==> config.mk <==
export PLATFORM = sky130hd
export DESIGN_NAME = mountain_car_physics_step_flat
export DESIGN_NICKNAME = d
export VERILOG_FILES = /design/src/rtl/mcps_pkg.sv /design/src/rtl/mcps_if.sv /design/src/rtl/mcps_serial_mul.sv /design/src/rtl/mcps_cordic.sv /design/src/rtl/mcps_obs_div.sv /design/src/rtl/mountain_car_physics_step.sv /design/src/flat_wrapper.sv
export SDC_FILE = /design/constraint.sdc
export NUM_CORES = 2
export LEC_CHECK = 0
export BUFFER_PORTS_ARGS = -buffer_cell sky130_fd_sc_hd__clkbuf_2
export CORE_MARGIN = 3
export CORE_UTILIZATION = 50
export CTS_CLUSTER_SIZE = 10
export DETAILED_ROUTE_END_ITERATION = 8
export GPL_TIMING_DRIVEN = 1
export PLACE_DENSITY = 0.69
export SYNTH_ARGS = -nofsm -noshare
export SYNTH_HDL_FRONTEND = slang
export SYNTH_SLANG_ARGS = --single-unit
export TNS_END_PERCENT = 20
==> constraint.sdc <==
create_clock -name clk -period 16.75 [get_ports clk]
set_input_delay 0.8375 -clock clk [delete_from_list [all_inputs] [get_ports clk]]
set_output_delay 0.8375 -clock clk [all_outputs]
set_load 0.005 [all_outputs]
==> src/rtl/mcps_pkg.sv <==
package mcps_pkg;

    // Fixed-point format and sizes of the datapath.
    localparam int FRAC_BITS      = 20;
    localparam int COS_TABLE_BITS = 10;
    localparam int CORDIC_STEPS   = 30;
    localparam int CORDIC_CNT_W   = $clog2(CORDIC_STEPS);
    localparam longint ONE_L      = 64'sd1 <<< FRAC_BITS;

    // Field widths.
    localparam int POS_W   = 24;
    localparam int VEL_W   = 22;
    localparam int OBS_W   = 23;
    localparam int SUM_W   = 21;
    localparam int VMID_W  = 25;
    localparam int CLAMP_W = POS_W + 2;

    // Serial multiplier: signed 32-bit multiplicand, unsigned 32-bit multiplier.
    localparam int MUL_W     = 32;
    localparam int PROD_W    = 2 * MUL_W;
    localparam int MUL_CNT_W = $clog2(MUL_W);

    // CORDIC word and phase arithmetic.
    localparam int CORDIC_W    = 34;
    localparam int PHASE_SHIFT = 32 + FRAC_BITS - COS_TABLE_BITS;
    localparam int PHASE_W     = PHASE_SHIFT + COS_TABLE_BITS;
    localparam int COS_SHIFT   = 30 - FRAC_BITS;

    localparam logic [MUL_W-1:0] INV_TWO_PI_Q32 = 32'd683565276;
    localparam logic [MUL_W-1:0] HALF_PI_Q30    = 32'd1686629713;
    localparam logic signed [CORDIC_W-1:0] CORDIC_GAIN_Q30 = 34'sd652032874;

    localparam logic [31:0] ATAN_Q30 [CORDIC_STEPS] = '{
        32'h3243F6A8, 32'h1DAC6705, 32'h0FADBAFC, 32'h07F56EA6, 32'h03FEAB76,
        32'h01FFD55B, 32'h00FFFAAA, 32'h007FFF55, 32'h003FFFEA, 32'h001FFFFD,
        32'h000FFFFF, 32'h0007FFFF, 32'h0003FFFF, 32'h0001FFFF, 32'h0000FFFF,
        32'h00007FFF, 32'h00003FFF, 32'h00001FFF, 32'h00000FFF, 32'h000007FF,
        32'h000003FF, 32'h000001FF, 32'h000000FF, 32'h0000007F, 32'h0000003F,
        32'h0000001F, 32'h0000000F, 32'h00000008, 32'h00000004, 32'h00000002
    };

    // Observation divider.
    localparam int DIV_NUM_W = 29;
    localparam int DIV_W     = 30;
    localparam int DIV_CNT_W = $clog2(DIV_W);
    localparam int DIVISOR_W = 4;
    localparam logic [DIVISOR_W-1:0] DIV_POS = 4'd9;
    localparam logic [DIVISOR_W-1:0] DIV_VEL = 4'd7;
    localparam logic [DIV_W-1:0] OBS_LIMIT = DIV_W'(2 * ONE_L);

    // Friction factors, each fraction rounded to nearest at FRAC_BITS.
    localparam logic [MUL_W-1:0] FACTOR_LOW  = MUL_W'((99 * ONE_L + 50) / 100);
    localparam logic [MUL_W-1:0] FACTOR_MED  = MUL_W'((197 * ONE_L + 100) / 200);
    localparam logic [MUL_W-1:0] FACTOR_HIGH = MUL_W'((39 * ONE_L + 20) / 40);

    // Register reset values.
    localparam logic [1:0]              FRICTION_RESET = 2'd0;
    localparam logic [15:0]             PUSH_RESET  = 16'((ONE_L + 500) / 1000);
    localparam logic [15:0]             GAIN_RESET  = 16'((ONE_L + 200) / 400);
    localparam logic [20:0]             SPEED_RESET = 21'((7 * ONE_L + 50) / 100);
    localparam logic signed [22:0]      LEFT_RESET  = 23'(-((12 * ONE_L + 5) / 10));
    localparam logic [22:0]             RIGHT_RESET = 23'((6 * ONE_L + 5) / 10);
    localparam logic signed [23:0]      GOAL_RESET  = 24'(ONE_L / 2);
    localparam logic signed [SUM_W-1:0] SUM_FLOOR   = -21'sd1048575;

    // Register map.
    typedef enum logic [2:0] {
        REG_FRICTION = 3'd0,
        REG_PUSH     = 3'd1,
        REG_GAIN     = 3'd2,
        REG_SPEED    = 3'd3,
        REG_LEFT     = 3'd4,
        REG_RIGHT    = 3'd5,
        REG_GOAL     = 3'd6
    } reg_index_t;

    // Request, action and friction codes.
    localparam logic       REQ_STEP    = 1'b0;
    localparam logic       REQ_RESTART = 1'b1;
    localparam logic [1:0] ACT_LEFT    = 2'd0;
    localparam logic [1:0] ACT_RIGHT   = 2'd2;
    localparam logic [1:0] FRIC_NONE   = 2'd0;
    localparam logic [1:0] FRIC_LOW    = 2'd1;
    localparam logic [1:0] FRIC_MED    = 2'd2;
    localparam logic [1:0] FRIC_HIGH   = 2'd3;

    function automatic logic [MUL_W-1:0] friction_factor(input logic [1:0] mode);
        logic [MUL_W-1:0] f;
        unique case (mode)
            FRIC_LOW:  f = FACTOR_LOW;
            FRIC_MED:  f = FACTOR_MED;
            FRIC_HIGH: f = FACTOR_HIGH;
            default:   f = MUL_W'(ONE_L);
        endcase
        return f;
    endfunction

endpackage

==> src/rtl/mcps_if.sv <==
// Request channel.
interface mcps_req_if;
    logic              valid;
    logic              ready;
    logic              req_type;
    logic [1:0]        action;
    logic signed [23:0] start_position;

    modport source (output valid, req_type, action, start_position, input ready);
    modport sink   (input valid, req_type, action, start_position, output ready);
endinterface

// Result channel.
interface mcps_res_if;
    logic               valid;
    logic               ready;
    logic signed [23:0] position_out;
    logic signed [21:0] velocity_out;
    logic signed [22:0] norm_position;
    logic signed [22:0] norm_velocity;
    logic signed [0:0]  reward;
    logic signed [20:0] reward_total;
    logic               done_res;
    logic               step_error;

    modport source (output valid, position_out, velocity_out, norm_position, norm_velocity,
                    reward, reward_total, done_res, step_error, input ready);
    modport sink   (input valid, position_out, velocity_out, norm_position, norm_velocity,
                    reward, reward_total, done_res, step_error, output ready);
endinterface

==> src/rtl/mcps_serial_mul.sv <==
module mcps_serial_mul (
    input  logic                                clk,
    input  logic                                rst_n,
    input  logic                                start,
    input  logic signed [mcps_pkg::MUL_W-1:0]   a,
    input  logic [mcps_pkg::MUL_W-1:0]          b,
    output logic                                busy,
    output logic signed [mcps_pkg::PROD_W-1:0]  product
);

    logic signed [mcps_pkg::MUL_W-1:0] a_reg, a_next;
    logic [mcps_pkg::PROD_W:0]         p_reg, p_next;
    logic [mcps_pkg::MUL_CNT_W-1:0]    cnt_reg, cnt_next;
    logic                              busy_reg, busy_next;
    logic [mcps_pkg::MUL_W:0]          sum;

    // One multiplier bit per cycle: add the multiplicand into the upper half,
    // then shift the whole product register right by one.
    always_comb begin
        sum = p_reg[mcps_pkg::PROD_W:mcps_pkg::MUL_W]
            + (p_reg[0] ? {a_reg[mcps_pkg::MUL_W-1], a_reg} : (mcps_pkg::MUL_W + 1)'(0));
        a_next    = a_reg;
        p_next    = p_reg;
        cnt_next  = cnt_reg;
        busy_next = busy_reg;
        if (start)
        begin
            a_next    = a;
            p_next    = {(mcps_pkg::MUL_W + 1)'(0), b};
            cnt_next  = '0;
            busy_next = 1'b1;
        end
        else if (busy_reg)
        begin
            p_next   = {sum[mcps_pkg::MUL_W], sum, p_reg[mcps_pkg::MUL_W-1:1]};
            cnt_next = cnt_reg + 1'b1;
            if (cnt_reg == mcps_pkg::MUL_CNT_W'(mcps_pkg::MUL_W - 1))
            begin
                busy_next = 1'b0;
            end
        end
    end

    always_ff @(posedge clk or negedge rst_n)
    begin
        if (!rst_n)
        begin
            cnt_reg  <= '0;
            busy_reg <= 1'b0;
        end
        else
        begin
            cnt_reg  <= cnt_next;
            busy_reg <= busy_next;
        end
    end

    always_ff @(posedge clk)
    begin
        a_reg <= a_next;
        p_reg <= p_next;
    end

    assign busy    = busy_reg;
    assign product = p_reg[mcps_pkg::PROD_W-1:0];

endmodule

==> src/rtl/mcps_cordic.sv <==
module mcps_cordic (
    input  logic                                 clk,
    input  logic                                 rst_n,
    input  logic                                 start,
    input  logic signed [mcps_pkg::CORDIC_W-1:0] z0,
    output logic                                 busy,
    output logic signed [mcps_pkg::CORDIC_W-1:0] x,
    output logic signed [mcps_pkg::CORDIC_W-1:0] y
);

    logic signed [mcps_pkg::CORDIC_W-1:0] x_reg, x_next;
    logic signed [mcps_pkg::CORDIC_W-1:0] y_reg, y_next;
    logic signed [mcps_pkg::CORDIC_W-1:0] z_reg, z_next;
    logic [mcps_pkg::CORDIC_CNT_W-1:0]    i_reg, i_next;
    logic                                 busy_reg, busy_next;
    logic signed [mcps_pkg::CORDIC_W-1:0] dx, dy, angle;

    // One rotation per cycle, steered by the sign of the residual angle.
    always_comb begin
        dx    = y_reg >>> i_reg;
        dy    = x_reg >>> i_reg;
        angle = mcps_pkg::CORDIC_W'($signed({1'b0, mcps_pkg::ATAN_Q30[i_reg]}));
        x_next    = x_reg;
        y_next    = y_reg;
        z_next    = z_reg;
        i_next    = i_reg;
        busy_next = busy_reg;
        if (start)
        begin
            x_next    = mcps_pkg::CORDIC_GAIN_Q30;
            y_next    = '0;
            z_next    = z0;
            i_next    = '0;
            busy_next = 1'b1;
        end
        else if (busy_reg)
        begin
            if (!z_reg[mcps_pkg::CORDIC_W-1])
            begin
                x_next = x_reg - dx;
                y_next = y_reg + dy;
                z_next = z_reg - angle;
            end
            else
            begin
                x_next = x_reg + dx;
                y_next = y_reg - dy;
                z_next = z_reg + angle;
            end
            i_next = i_reg + 1'b1;
            if (i_reg == mcps_pkg::CORDIC_CNT_W'(mcps_pkg::CORDIC_STEPS - 1))
            begin
                busy_next = 1'b0;
            end
        end
    end

    always_ff @(posedge clk or negedge rst_n)
    begin
        if (!rst_n)
        begin
            i_reg    <= '0;
            busy_reg <= 1'b0;
        end
        else
        begin
            i_reg    <= i_next;
            busy_reg <= busy_next;
        end
    end

    always_ff @(posedge clk)
    begin
        x_reg <= x_next;
        y_reg <= y_next;
        z_reg <= z_next;
    end

    assign busy = busy_reg;
    assign x    = x_reg;
    assign y    = y_reg;

endmodule

==> src/rtl/mcps_obs_div.sv <==
module mcps_obs_div (
    input  logic                                  clk,
    input  logic                                  rst_n,
    input  logic                                  start,
    input  logic signed [mcps_pkg::DIV_NUM_W-1:0] num,
    input  logic [mcps_pkg::DIVISOR_W-1:0]        divisor,
    output logic                                  busy,
    output logic signed [mcps_pkg::OBS_W-1:0]     result
);

    logic [mcps_pkg::DIV_W-1:0]        q_reg, q_next;
    logic [mcps_pkg::DIVISOR_W-1:0]    rem_reg, rem_next;
    logic [mcps_pkg::DIVISOR_W-1:0]    d_reg, d_next;
    logic                              neg_reg, neg_next;
    logic [mcps_pkg::DIV_CNT_W-1:0]    cnt_reg, cnt_next;
    logic                              busy_reg, busy_next;
    logic [mcps_pkg::DIV_W-1:0]        num_ext, mag;
    logic [mcps_pkg::DIVISOR_W:0]      trial;
    logic                              qbit;
    logic [mcps_pkg::DIV_W-1:0]        sat;
    logic signed [mcps_pkg::OBS_W-1:0] sat_s;

    // Restoring division by a small constant, one quotient bit per cycle.
    // The magnitude is pre-biased by half the divisor, so the quotient is
    // rounded half away from zero once the sign is put back.
    always_comb begin
        num_ext = {num[mcps_pkg::DIV_NUM_W-1], num};
        mag     = num_ext[mcps_pkg::DIV_W-1] ? (~num_ext + 1'b1) : num_ext;
        trial   = {rem_reg, q_reg[mcps_pkg::DIV_W-1]};
        qbit    = (trial >= {1'b0, d_reg});
        q_next    = q_reg;
        rem_next  = rem_reg;
        d_next    = d_reg;
        neg_next  = neg_reg;
        cnt_next  = cnt_reg;
        busy_next = busy_reg;
        if (start)
        begin
            q_next    = mag + mcps_pkg::DIV_W'(divisor >> 1);
            rem_next  = '0;
            d_next    = divisor;
            neg_next  = num[mcps_pkg::DIV_NUM_W-1];
            cnt_next  = '0;
            busy_next = 1'b1;
        end
        else if (busy_reg)
        begin
            rem_next = qbit ? mcps_pkg::DIVISOR_W'(trial - {1'b0, d_reg})
                            : trial[mcps_pkg::DIVISOR_W-1:0];
            q_next   = {q_reg[mcps_pkg::DIV_W-2:0], qbit};
            cnt_next = cnt_reg + 1'b1;
            if (cnt_reg == mcps_pkg::DIV_CNT_W'(mcps_pkg::DIV_W - 1))
            begin
                busy_next = 1'b0;
            end
        end
    end

    // Saturate to plus or minus 2.0 and restore the sign.
    always_comb begin
        sat    = (q_reg > mcps_pkg::OBS_LIMIT) ? mcps_pkg::OBS_LIMIT : q_reg;
        sat_s  = sat[mcps_pkg::OBS_W-1:0];
        result = neg_reg ? -sat_s : sat_s;
    end

    always_ff @(posedge clk or negedge rst_n)
    begin
        if (!rst_n)
        begin
            cnt_reg  <= '0;
            busy_reg <= 1'b0;
        end
        else
        begin
            cnt_reg  <= cnt_next;
            busy_reg <= busy_next;
        end
    end

    always_ff @(posedge clk)
    begin
        q_reg   <= q_next;
        rem_reg <= rem_next;
        d_reg   <= d_next;
        neg_reg <= neg_next;
    end

    assign busy = busy_reg;

endmodule

==> src/rtl/mountain_car_physics_step.sv <==
// Mountain-car step engine in signed Q4.20, one item at a time.
// A step beat runs up to four bit-serial multiplies (three with friction off), a 30-step
// CORDIC and the two observation divides, which run side by side.
// A restart or a refused step goes straight to the divides.
// A new item is taken after the result is registered; the result waits in an output
// register. Reset clears car state and episode and loads the reset configuration.
module mountain_car_physics_step (
    input  logic        clk,
    input  logic        rst_n,
    mcps_req_if.sink    req,
    mcps_res_if.source  res,
    input  logic        psel,
    input  logic        penable,
    input  logic        pwrite,
    input  logic [4:0]  paddr,
    input  logic [31:0] pwdata,
    output logic [31:0] prdata,
    output logic        pready
);

    typedef enum logic [8:0] {
        ST_IDLE      = 9'b000000001,
        ST_PHASE     = 9'b000000010,
        ST_THETA     = 9'b000000100,
        ST_CORDIC    = 9'b000001000,
        ST_GRAV      = 9'b000010000,
        ST_FRIC      = 9'b000100000,
        ST_UPDATE    = 9'b001000000,
        ST_OBS_START = 9'b010000000,
        ST_OBS       = 9'b100000000
    } state_t;

    // Round a product back to FRAC_BITS; the rounded value fits VMID_W bits.
    function automatic logic signed [mcps_pkg::VMID_W-1:0] round_frac(
        input logic [mcps_pkg::PROD_W-1:0] p);
        logic [mcps_pkg::VMID_W+mcps_pkg::FRAC_BITS-1:0] s;
        s = p[mcps_pkg::VMID_W+mcps_pkg::FRAC_BITS-1:0]
          + ((mcps_pkg::VMID_W + mcps_pkg::FRAC_BITS)'(1) << (mcps_pkg::FRAC_BITS - 1));
        return s[mcps_pkg::VMID_W+mcps_pkg::FRAC_BITS-1:mcps_pkg::FRAC_BITS];
    endfunction

    // Clamp to the left limit first, then to the right limit.
    function automatic logic signed [mcps_pkg::POS_W-1:0] clamp_pos(
        input logic signed [mcps_pkg::CLAMP_W-1:0] v,
        input logic signed [mcps_pkg::CLAMP_W-1:0] lo,
        input logic signed [mcps_pkg::CLAMP_W-1:0] hi);
        logic signed [mcps_pkg::CLAMP_W-1:0] t;
        t = v;
        if (t < lo)
        begin
            t = lo;
        end
        if (t > hi)
        begin
            t = hi;
        end
        return t[mcps_pkg::POS_W-1:0];
    endfunction

    // Configuration registers.
    logic [1:0]         friction_reg;
    logic [15:0]        push_reg;
    logic [15:0]        gain_reg;
    logic [20:0]        speed_reg;
    logic signed [22:0] left_reg;
    logic [22:0]        right_reg;
    logic signed [23:0] goal_reg;
    logic               cfg_write;

    // Control and state.
    state_t                                state_reg, state_next;
    logic signed [mcps_pkg::POS_W-1:0]     pos_reg, pos_next;
    logic signed [mcps_pkg::VEL_W-1:0]     vel_reg, vel_next;
    logic                                  done_reg, done_next;
    logic signed [mcps_pkg::SUM_W-1:0]     sum_reg, sum_next;
    logic                                  reward_reg, reward_next;
    logic                                  err_reg, err_next;
    logic [1:0]                            act_reg, act_next;
    logic [1:0]                            quad_reg, quad_next;
    logic signed [mcps_pkg::VMID_W-1:0]    vmid_reg, vmid_next;
    logic                                  out_valid_reg, out_valid_next;

    // Output register.
    logic signed [mcps_pkg::POS_W-1:0]     pos_out_reg;
    logic signed [mcps_pkg::VEL_W-1:0]     vel_out_reg;
    logic signed [mcps_pkg::OBS_W-1:0]     npos_out_reg;
    logic signed [mcps_pkg::OBS_W-1:0]     nvel_out_reg;
    logic                                  reward_out_reg;
    logic signed [mcps_pkg::SUM_W-1:0]     sum_out_reg;
    logic                                  done_out_reg;
    logic                                  err_out_reg;
    logic                                  out_load;

    // Arithmetic units; the multiplier is shared by every product.
    logic                                  mul_start, mul_busy;
    logic signed [mcps_pkg::MUL_W-1:0]     mul_a;
    logic [mcps_pkg::MUL_W-1:0]            mul_b;
    logic signed [mcps_pkg::PROD_W-1:0]    mul_product;
    logic                                  cordic_start, cordic_busy;
    logic signed [mcps_pkg::CORDIC_W-1:0]  cordic_z0, cordic_x, cordic_y;
    logic                                  div_start, div_p_busy, div_v_busy;
    logic signed [mcps_pkg::DIV_NUM_W-1:0] num_p, num_v, pos_div, vel_div;
    logic signed [mcps_pkg::OBS_W-1:0]     npos, nvel;

    // Datapath terms.
    logic signed [mcps_pkg::MUL_W-1:0]     pos32, three_p;
    logic [mcps_pkg::PHASE_W-1:0]          phase_sum;
    logic [mcps_pkg::COS_TABLE_BITS-1:0]   phase_k;
    logic signed [mcps_pkg::CORDIC_W-1:0]  cos_sel, cos_rnd;
    logic signed [mcps_pkg::VMID_W-1:0]    vel_ext, push_ext, v1, v2, vlim, vc;
    logic signed [mcps_pkg::CLAMP_W-1:0]   left_ext, right_ext, goal_ext;
    logic signed [mcps_pkg::POS_W-1:0]     pnew, pstart;
    logic                                  done_new;

    // Configuration port: writes land in the access phase.
    assign pready    = 1'b1;
    assign cfg_write = psel && penable && pwrite;

    always_ff @(posedge clk or negedge rst_n)
    begin
        if (!rst_n)
        begin
            friction_reg <= mcps_pkg::FRICTION_RESET;
            push_reg     <= mcps_pkg::PUSH_RESET;
            gain_reg     <= mcps_pkg::GAIN_RESET;
            speed_reg    <= mcps_pkg::SPEED_RESET;
            left_reg     <= mcps_pkg::LEFT_RESET;
            right_reg    <= mcps_pkg::RIGHT_RESET;
            goal_reg     <= mcps_pkg::GOAL_RESET;
        end
        else if (cfg_write)
        begin
            unique case (paddr[4:2])
                mcps_pkg::REG_FRICTION: friction_reg <= pwdata[1:0];
                mcps_pkg::REG_PUSH:     push_reg     <= pwdata[15:0];
                mcps_pkg::REG_GAIN:     gain_reg     <= pwdata[15:0];
                mcps_pkg::REG_SPEED:    speed_reg    <= pwdata[20:0];
                mcps_pkg::REG_LEFT:     left_reg     <= pwdata[22:0];
                mcps_pkg::REG_RIGHT:    right_reg    <= pwdata[22:0];
                mcps_pkg::REG_GOAL:     goal_reg     <= pwdata[23:0];
                default:                ;
            endcase
        end
    end

    // Register read-back.
    always_comb begin
        unique case (paddr[4:2])
            mcps_pkg::REG_FRICTION: prdata = {30'd0, friction_reg};
            mcps_pkg::REG_PUSH:     prdata = {16'd0, push_reg};
            mcps_pkg::REG_GAIN:     prdata = {16'd0, gain_reg};
            mcps_pkg::REG_SPEED:    prdata = {11'd0, speed_reg};
            mcps_pkg::REG_LEFT:     prdata = 32'(left_reg);
            mcps_pkg::REG_RIGHT:    prdata = {9'd0, right_reg};
            mcps_pkg::REG_GOAL:     prdata = 32'(goal_reg);
            default:                prdata = '0;
        endcase
    end

    mcps_serial_mul u_mul (
        .clk     (clk),
        .rst_n   (rst_n),
        .start   (mul_start),
        .a       (mul_a),
        .b       (mul_b),
        .busy    (mul_busy),
        .product (mul_product)
    );

    mcps_cordic u_cordic (
        .clk   (clk),
        .rst_n (rst_n),
        .start (cordic_start),
        .z0    (cordic_z0),
        .busy  (cordic_busy),
        .x     (cordic_x),
        .y     (cordic_y)
    );

    mcps_obs_div u_div_pos (
        .clk     (clk),
        .rst_n   (rst_n),
        .start   (div_start),
        .num     (num_p),
        .divisor (mcps_pkg::DIV_POS),
        .busy    (div_p_busy),
        .result  (npos)
    );

    mcps_obs_div u_div_vel (
        .clk     (clk),
        .rst_n   (rst_n),
        .start   (div_start),
        .num     (num_v),
        .divisor (mcps_pkg::DIV_VEL),
        .busy    (div_v_busy),
        .result  (nvel)
    );

    // Phase, cosine and velocity terms.
    always_comb begin
        pos32     = mcps_pkg::MUL_W'(pos_reg);
        three_p   = (pos32 <<< 1) + pos32;
        phase_sum = mul_product[mcps_pkg::PHASE_W-1:0]
                  + (mcps_pkg::PHASE_W'(1) << (mcps_pkg::PHASE_SHIFT - 1));
        phase_k   = phase_sum[mcps_pkg::PHASE_W-1:mcps_pkg::PHASE_SHIFT];
        cordic_z0 = mul_product[mcps_pkg::CORDIC_W+mcps_pkg::COS_TABLE_BITS-3:
                                mcps_pkg::COS_TABLE_BITS-2];

        unique case (quad_reg)
            2'd0:    cos_sel = cordic_x;
            2'd1:    cos_sel = -cordic_y;
            2'd2:    cos_sel = -cordic_x;
            default: cos_sel = cordic_y;
        endcase
        cos_rnd = (cos_sel + (mcps_pkg::CORDIC_W'(1) <<< (mcps_pkg::COS_SHIFT - 1)))
                  >>> mcps_pkg::COS_SHIFT;

        vel_ext  = mcps_pkg::VMID_W'(vel_reg);
        push_ext = mcps_pkg::VMID_W'($signed({1'b0, push_reg}));
        if (act_reg == mcps_pkg::ACT_LEFT)
        begin
            v1 = vel_ext - push_ext;
        end
        else if (act_reg == mcps_pkg::ACT_RIGHT)
        begin
            v1 = vel_ext + push_ext;
        end
        else
        begin
            v1 = vel_ext;
        end
        v2 = v1 - round_frac(mul_product);
    end

    // Speed clamp, position update, goal test and restart position clamp.
    always_comb begin
        left_ext  = mcps_pkg::CLAMP_W'(left_reg);
        right_ext = mcps_pkg::CLAMP_W'($signed({1'b0, right_reg}));
        goal_ext  = mcps_pkg::CLAMP_W'(goal_reg);
        vlim      = mcps_pkg::VMID_W'($signed({1'b0, speed_reg}));
        vc        = vmid_reg;
        if (vc < -vlim)
        begin
            vc = -vlim;
        end
        if (vc > vlim)
        begin
            vc = vlim;
        end
        pnew     = clamp_pos(mcps_pkg::CLAMP_W'(pos_reg) + mcps_pkg::CLAMP_W'(vc),
                             left_ext, right_ext);
        done_new = (mcps_pkg::CLAMP_W'(pnew) >= goal_ext);
        pstart   = clamp_pos(mcps_pkg::CLAMP_W'(req.start_position), left_ext, right_ext);
    end

    // Observation numerators: 10*p + 3.0 and 100*v.
    always_comb begin
        pos_div = mcps_pkg::DIV_NUM_W'(pos_reg);
        vel_div = mcps_pkg::DIV_NUM_W'(vel_reg);
        num_p   = (pos_div <<< 3) + (pos_div <<< 1)
                + mcps_pkg::DIV_NUM_W'(64'sd3 <<< mcps_pkg::FRAC_BITS);
        num_v   = (vel_div <<< 6) + (vel_div <<< 5) + (vel_div <<< 2);
    end

    // Sequencer.
    always_comb begin
        state_next   = state_reg;
        pos_next     = pos_reg;
        vel_next     = vel_reg;
        done_next    = done_reg;
        sum_next     = sum_reg;
        reward_next  = reward_reg;
        err_next     = err_reg;
        act_next     = act_reg;
        quad_next    = quad_reg;
        vmid_next    = vmid_reg;
        mul_start    = 1'b0;
        mul_a        = '0;
        mul_b        = '0;
        cordic_start = 1'b0;
        div_start    = 1'b0;
        out_load     = 1'b0;

        unique case (state_reg)
            ST_IDLE:
            begin
                if (req.valid)
                begin
                    priority if (req.req_type == mcps_pkg::REQ_RESTART)
                    begin
                        pos_next    = pstart;
                        vel_next    = '0;
                        done_next   = 1'b0;
                        sum_next    = '0;
                        reward_next = 1'b0;
                        err_next    = 1'b0;
                        state_next  = ST_OBS_START;
                    end
                    else if (done_reg)
                    begin
                        reward_next = 1'b0;
                        err_next    = 1'b1;
                        state_next  = ST_OBS_START;
                    end
                    else
                    begin
                        act_next   = req.action;
                        err_next   = 1'b0;
                        mul_start  = 1'b1;
                        mul_a      = three_p;
                        mul_b      = mcps_pkg::INV_TWO_PI_Q32;
                        state_next = ST_PHASE;
                    end
                end
            end
            ST_PHASE:
            begin
                if (!mul_busy)
                begin
                    quad_next  = phase_k[mcps_pkg::COS_TABLE_BITS-1:mcps_pkg::COS_TABLE_BITS-2];
                    mul_start  = 1'b1;
                    mul_a      = $signed(mcps_pkg::HALF_PI_Q30);
                    mul_b      = mcps_pkg::MUL_W'(phase_k[mcps_pkg::COS_TABLE_BITS-3:0]);
                    state_next = ST_THETA;
                end
            end
            ST_THETA:
            begin
                if (!mul_busy)
                begin
                    cordic_start = 1'b1;
                    state_next   = ST_CORDIC;
                end
            end
            ST_CORDIC:
            begin
                if (!cordic_busy)
                begin
                    mul_start  = 1'b1;
                    mul_a      = mcps_pkg::MUL_W'(cos_rnd);
                    mul_b      = mcps_pkg::MUL_W'(gain_reg);
                    state_next = ST_GRAV;
                end
            end
            ST_GRAV:
            begin
                if (!mul_busy)
                begin
                    vmid_next = v2;
                    if (friction_reg != mcps_pkg::FRIC_NONE)
                    begin
                        mul_start  = 1'b1;
                        mul_a      = mcps_pkg::MUL_W'(v2);
                        mul_b      = mcps_pkg::friction_factor(friction_reg);
                        state_next = ST_FRIC;
                    end
                    else
                    begin
                        state_next = ST_UPDATE;
                    end
                end
            end
            ST_FRIC:
            begin
                if (!mul_busy)
                begin
                    vmid_next  = round_frac(mul_product);
                    state_next = ST_UPDATE;
                end
            end
            ST_UPDATE:
            begin
                pos_next  = pnew;
                vel_next  = ((mcps_pkg::CLAMP_W'(pnew) == left_ext) && (vc < 0))
                          ? '0 : vc[mcps_pkg::VEL_W-1:0];
                done_next = done_new;
                if (!done_new)
                begin
                    reward_next = 1'b1;
                    if (sum_reg > mcps_pkg::SUM_FLOOR)
                    begin
                        sum_next = sum_reg - 1'b1;
                    end
                end
                else
                begin
                    reward_next = 1'b0;
                end
                state_next = ST_OBS_START;
            end
            ST_OBS_START:
            begin
                div_start  = 1'b1;
                state_next = ST_OBS;
            end
            ST_OBS:
            begin
                if (!div_p_busy && !div_v_busy && (!out_valid_reg || res.ready))
                begin
                    out_load   = 1'b1;
                    state_next = ST_IDLE;
                end
            end
            default:
            begin
                state_next = ST_IDLE;
            end
        endcase

        // Result beat handshake.
        if (out_load)
        begin
            out_valid_next = 1'b1;
        end
        else if (res.ready)
        begin
            out_valid_next = 1'b0;
        end
        else
        begin
            out_valid_next = out_valid_reg;
        end
    end

    always_ff @(posedge clk or negedge rst_n)
    begin
        if (!rst_n)
        begin
            state_reg     <= ST_IDLE;
            pos_reg       <= '0;
            vel_reg       <= '0;
            done_reg      <= 1'b0;
            sum_reg       <= '0;
            reward_reg    <= 1'b0;
            err_reg       <= 1'b0;
            out_valid_reg <= 1'b0;
        end
        else
        begin
            state_reg     <= state_next;
            pos_reg       <= pos_next;
            vel_reg       <= vel_next;
            done_reg      <= done_next;
            sum_reg       <= sum_next;
            reward_reg    <= reward_next;
            err_reg       <= err_next;
            out_valid_reg <= out_valid_next;
        end
    end

    // Working registers and the output register.
    always_ff @(posedge clk)
    begin
        act_reg  <= act_next;
        quad_reg <= quad_next;
        vmid_reg <= vmid_next;
        if (out_load)
        begin
            pos_out_reg    <= pos_reg;
            vel_out_reg    <= vel_reg;
            npos_out_reg   <= npos;
            nvel_out_reg   <= nvel;
            reward_out_reg <= reward_reg;
            sum_out_reg    <= sum_reg;
            done_out_reg   <= done_reg;
            err_out_reg    <= err_reg;
        end
    end

    assign req.ready         = (state_reg == ST_IDLE);
    assign res.valid         = out_valid_reg;
    assign res.position_out  = pos_out_reg;
    assign res.velocity_out  = vel_out_reg;
    assign res.norm_position = npos_out_reg;
    assign res.norm_velocity = nvel_out_reg;
    assign res.reward        = reward_out_reg;
    assign res.reward_total  = sum_out_reg;
    assign res.done_res      = done_out_reg;
    assign res.step_error    = err_out_reg;

endmodule

==> src/flat_wrapper.sv <==
// flat-port wrapper written by rule: the top's interface ports become plain ports
module mountain_car_physics_step_flat 
  (clk, rst_n, psel, penable, pwrite, paddr, pwdata, prdata, pready, req_valid, req_req_type, req_action, req_start_position, req_ready, res_valid, res_position_out, res_velocity_out, res_norm_position, res_norm_velocity, res_reward, res_reward_total, res_done_res, res_step_error, res_ready);
  mcps_req_if req_i ();
  mcps_res_if res_i ();
  input  logic clk;
  input  logic rst_n;
  input  logic psel;
  input  logic penable;
  input  logic pwrite;
  input  logic [4:0] paddr;
  input  logic [31:0] pwdata;
  output logic [31:0] prdata;
  output logic pready;
  input wire logic [$bits(req_i.valid)-1:0] req_valid;
  input wire logic [$bits(req_i.req_type)-1:0] req_req_type;
  input wire logic [$bits(req_i.action)-1:0] req_action;
  input wire logic [$bits(req_i.start_position)-1:0] req_start_position;
  output wire logic [$bits(req_i.ready)-1:0] req_ready;
  output wire logic [$bits(res_i.valid)-1:0] res_valid;
  output wire logic [$bits(res_i.position_out)-1:0] res_position_out;
  output wire logic [$bits(res_i.velocity_out)-1:0] res_velocity_out;
  output wire logic [$bits(res_i.norm_position)-1:0] res_norm_position;
  output wire logic [$bits(res_i.norm_velocity)-1:0] res_norm_velocity;
  output wire logic [$bits(res_i.reward)-1:0] res_reward;
  output wire logic [$bits(res_i.reward_total)-1:0] res_reward_total;
  output wire logic [$bits(res_i.done_res)-1:0] res_done_res;
  output wire logic [$bits(res_i.step_error)-1:0] res_step_error;
  input wire logic [$bits(res_i.ready)-1:0] res_ready;
  assign req_i.valid = req_valid;
  assign req_i.req_type = req_req_type;
  assign req_i.action = req_action;
  assign req_i.start_position = req_start_position;
  assign req_ready = req_i.ready;
  assign res_valid = res_i.valid;
  assign res_position_out = res_i.position_out;
  assign res_velocity_out = res_i.velocity_out;
  assign res_norm_position = res_i.norm_position;
  assign res_norm_velocity = res_i.norm_velocity;
  assign res_reward = res_i.reward;
  assign res_reward_total = res_i.reward_total;
  assign res_done_res = res_i.done_res;
  assign res_step_error = res_i.step_error;
  assign res_i.ready = res_ready;
  mountain_car_physics_step u_core (.clk(clk), .rst_n(rst_n), .req(req_i), .res(res_i), .psel(psel), .penable(penable), .pwrite(pwrite), .paddr(paddr), .pwdata(pwdata), .prdata(prdata), .pready(pready));
endmodule
==> reports/qor.yml <==
cts_buffer_depth: 3
synth_compound_area_frac: 0.199
vias_per_cell: 6.21
endpoint_kind: "register"
critPathMaxStageDelay_ns: 0.52
antenna_found_initial: 6
synth_top_family_by_area: "compound AO/OA/AOI/OAI gates"
required_ns: 17.29
worst_r2r_path_depth: 80
largest_register_ffs: 64
ys_types: 109
drt-initial-drc-count: 5115
maxSlewViolCount: 0
layout_setup_ws_ns: 0.875
crit_arrival_ns: 16.42
synthArstFlopShare: 0.359
rows: 123
rsz0062_at_grt: "false"
r2r_end: "u_core.sum_reg[8]"
syn_inst: 6541
drive_gt1_frac: 0.121
worstHoldPathType: "in -> async"
synth_xor_area_frac: 0.0911
path_common_cell: "o21a_1"
fin_crit_sh: 0.948
hold_buffers: 0
area_delta_synth_final_pct: 9.81
dieArea_um2: 118000
startpoint_type: "register"
min_period_ns: 15.88
clkTransAtPathRegs_ns: 0.06
wl_per_cell_um: 22.5
start_util: 0.505
pre_cts_slack_ns: -0.0641
slowest_stage: "a41o_1"
grt_start_max_net_pins: 100
ys_ff_latch: 637
seq_area_frac_synth: 0.298
tns_ns: 0
routed_wl_um: 185000
cts_root_buf: "clkbuf_16"
h-tree-depth: 3
synth_common_cells: "678 x nand2_1, 569 x o21ai_0, 532 x nor2_1, 494 x ha_1, 443 x a21oi_1"
vias: 50999
syn_avg_cell_area_um2: 8.71
cts_tree: "done"
fill_cells: 10361
crit_type: "reg -> reg"
clock_latency_ns: 0.67
cp_max_fo: 12
port_buffers: 210
cts_buffers: 82
yosys_most_used_dff: "edfxtp_1"
chipWidth_um: 344
yosysTopAreaCell: "edfxtp_1"
die_h_um: 344
synth_fa_ha_area_frac: 0.119
syn-cell-area_um2: 57000
num_io_pins: 222
setup_viol: 0
design.core.area_um2: 113000
cp_num_buf_inv: 9
dr.pass1.iters: 5
tightest_slew_ns: 1.21
postRouteAntennaNets: 0
worstReg2RegStart: "u_core.speed_reg[2]"
cp_top_family: "compound AO/OA/AOI/OAI gates"
dpl-instance-area_um2: 59700
cp.depth: 80
grt_usage: 0.304
cts_sinks: 637
grt_pass1_vias: 47007
synth.most_common_cell: "nand2_1"
place_hpwl_um: 140000
clock_skew_ns: 0.0393
yosys_warnings: 0
stdcell_area_um2: 62600
outcome: "finished clean"
synthTopCellsByArea: "edfxtp_1 16%, ha_1 11%, dfrtp_1 8.1%"
syn_nets: 7137
relSlewSlack: 0.195
synth_mux_area_frac: 0.0832
synthSimpleGateAreaFrac: 0.169
grt_overflow_total: 0
drcViolationCount: 0
max_cap_viol_count: 0
synth.top_cell.area_share: 0.158
synth_enable_flop_cells: 300
grt_pass1_wl_um: 280000
hold_viol_final: 0
gp_congestion: 0.983
max_freq_mhz: 63.0
nets: 7249
r2r_setup_slack_ns: 0.87
==> how the worst max path moves through the flow <==
stage	endpoint	slack (ns)	start
6_report	u_core.sum_reg[8]	0.87	u_core.speed_reg[2]
4_1_cts	u_core.sum_reg[17]	0.01	u_core.speed_reg[2]
3_3_place_gp	u_core.sum_reg[17]	0.12	u_core.speed_reg[2]
2_1_floorplan	u_core.sum_reg[7]	0.26	u_core.speed_reg[2]
3_5_place_dp	u_core.sum_reg[17]	-0.06	u_core.speed_reg[2]
5_1_grt	u_core.sum_reg[15]	0.007	u_core.speed_reg[2]
==> per-layer routing <==
metal | vias up | GRT usage | share of wire | wire length (µm)
met1 | 24407 | 0.432 | 0.44 | 81000
li1 | 24087 | - | - | -
met2 | 2188 | 0.455 | 0.43 | 79300
met4 | 2 | 0.120 | 0.040 | 7490
met3 | 315 | 0.0562 | 0.094 | 17400
met5 | - | 0.0114 | 0.00097 | 180
==> cells in the final DEF (no fill, tap or decap), types with 32 or more instances in the layout <==
cell / count
dfxtp_1: 108
and2_1: 80
xnor2_1: 359
a21oi_1: 432
or2_2: 32
buf_4: 125
o21bai_1: 32
a211oi_1: 46
nand4_1: 60
dfstp_2: 45
a31oi_1: 80
mux4_2: 90
or3_1: 61
inv_1: 272
o211ai_1: 35
clkbuf_16: 83
nor4_1: 39
nand2_1: 678
a21o_1: 125
a221oi_1: 33
dfrtp_1: 176
nor2_1: 527
xor2_1: 232
nand3_1: 120
nand2b_1: 73
and3_1: 71
mux2i_1: 172
o21ai_0: 560
nor3_1: 111
clkbuf_2: 209
o31ai_1: 44
mux2_2: 81
o21a_1: 69
edfxtp_1: 300
nor2b_1: 80
clkbuf_1: 33
ha_1: 491
==> kinds of logic after synthesis <==
kind of cell               count (synthesis)
AOI/OAI and AO/OA                       1796
xor gates and xnor gates                 592
adders and majority gates                525
buffers and inverters                    600
DFF                                      637
muxes                                    350
other                                      1
and+or+nand+nor                         2040
==> repair_timing <==
item                       4_1_cts  5_1_grt
setup buffers                    0        7
gates cloned                     0        4
setup endpoints to repair       10       23
pin swaps                        0       12
gates resized for setup          2       53
==> through the flow <==
step,std cells,utilization,hold slack [ns]
final,8219,0.555,0.225
after global routing,8219,0.555,0.261
after CTS,8204,0.552,0.215
after detailed placement,8058,0.529,0.442
after global placement,8058,0.529,0.437
after floorplan,6541,-,0.425
==> final cells by class <==
cell class / count / area (µm²) / area share
Sequential cell: 637 / 17000 / 0.271
Multi-Input combinational cell: 5305 / 38000 / 0.607
Antenna cell: 4 / 10.0 / 0.000160
Clock inverter: 24 / 300 / 0.00480
Inverter: 285 / 1070 / 0.0171
Clock buffer: 122 / 2270 / 0.0363
Tap cell: 1500 / 1880 / 0.0300
Timing Repair Buffer: 342 / 2100 / 0.0335
Power is left out: the tool's default activity adds up to more than one toggle a clock period on the data nets, which glitch-free logic cannot reach.
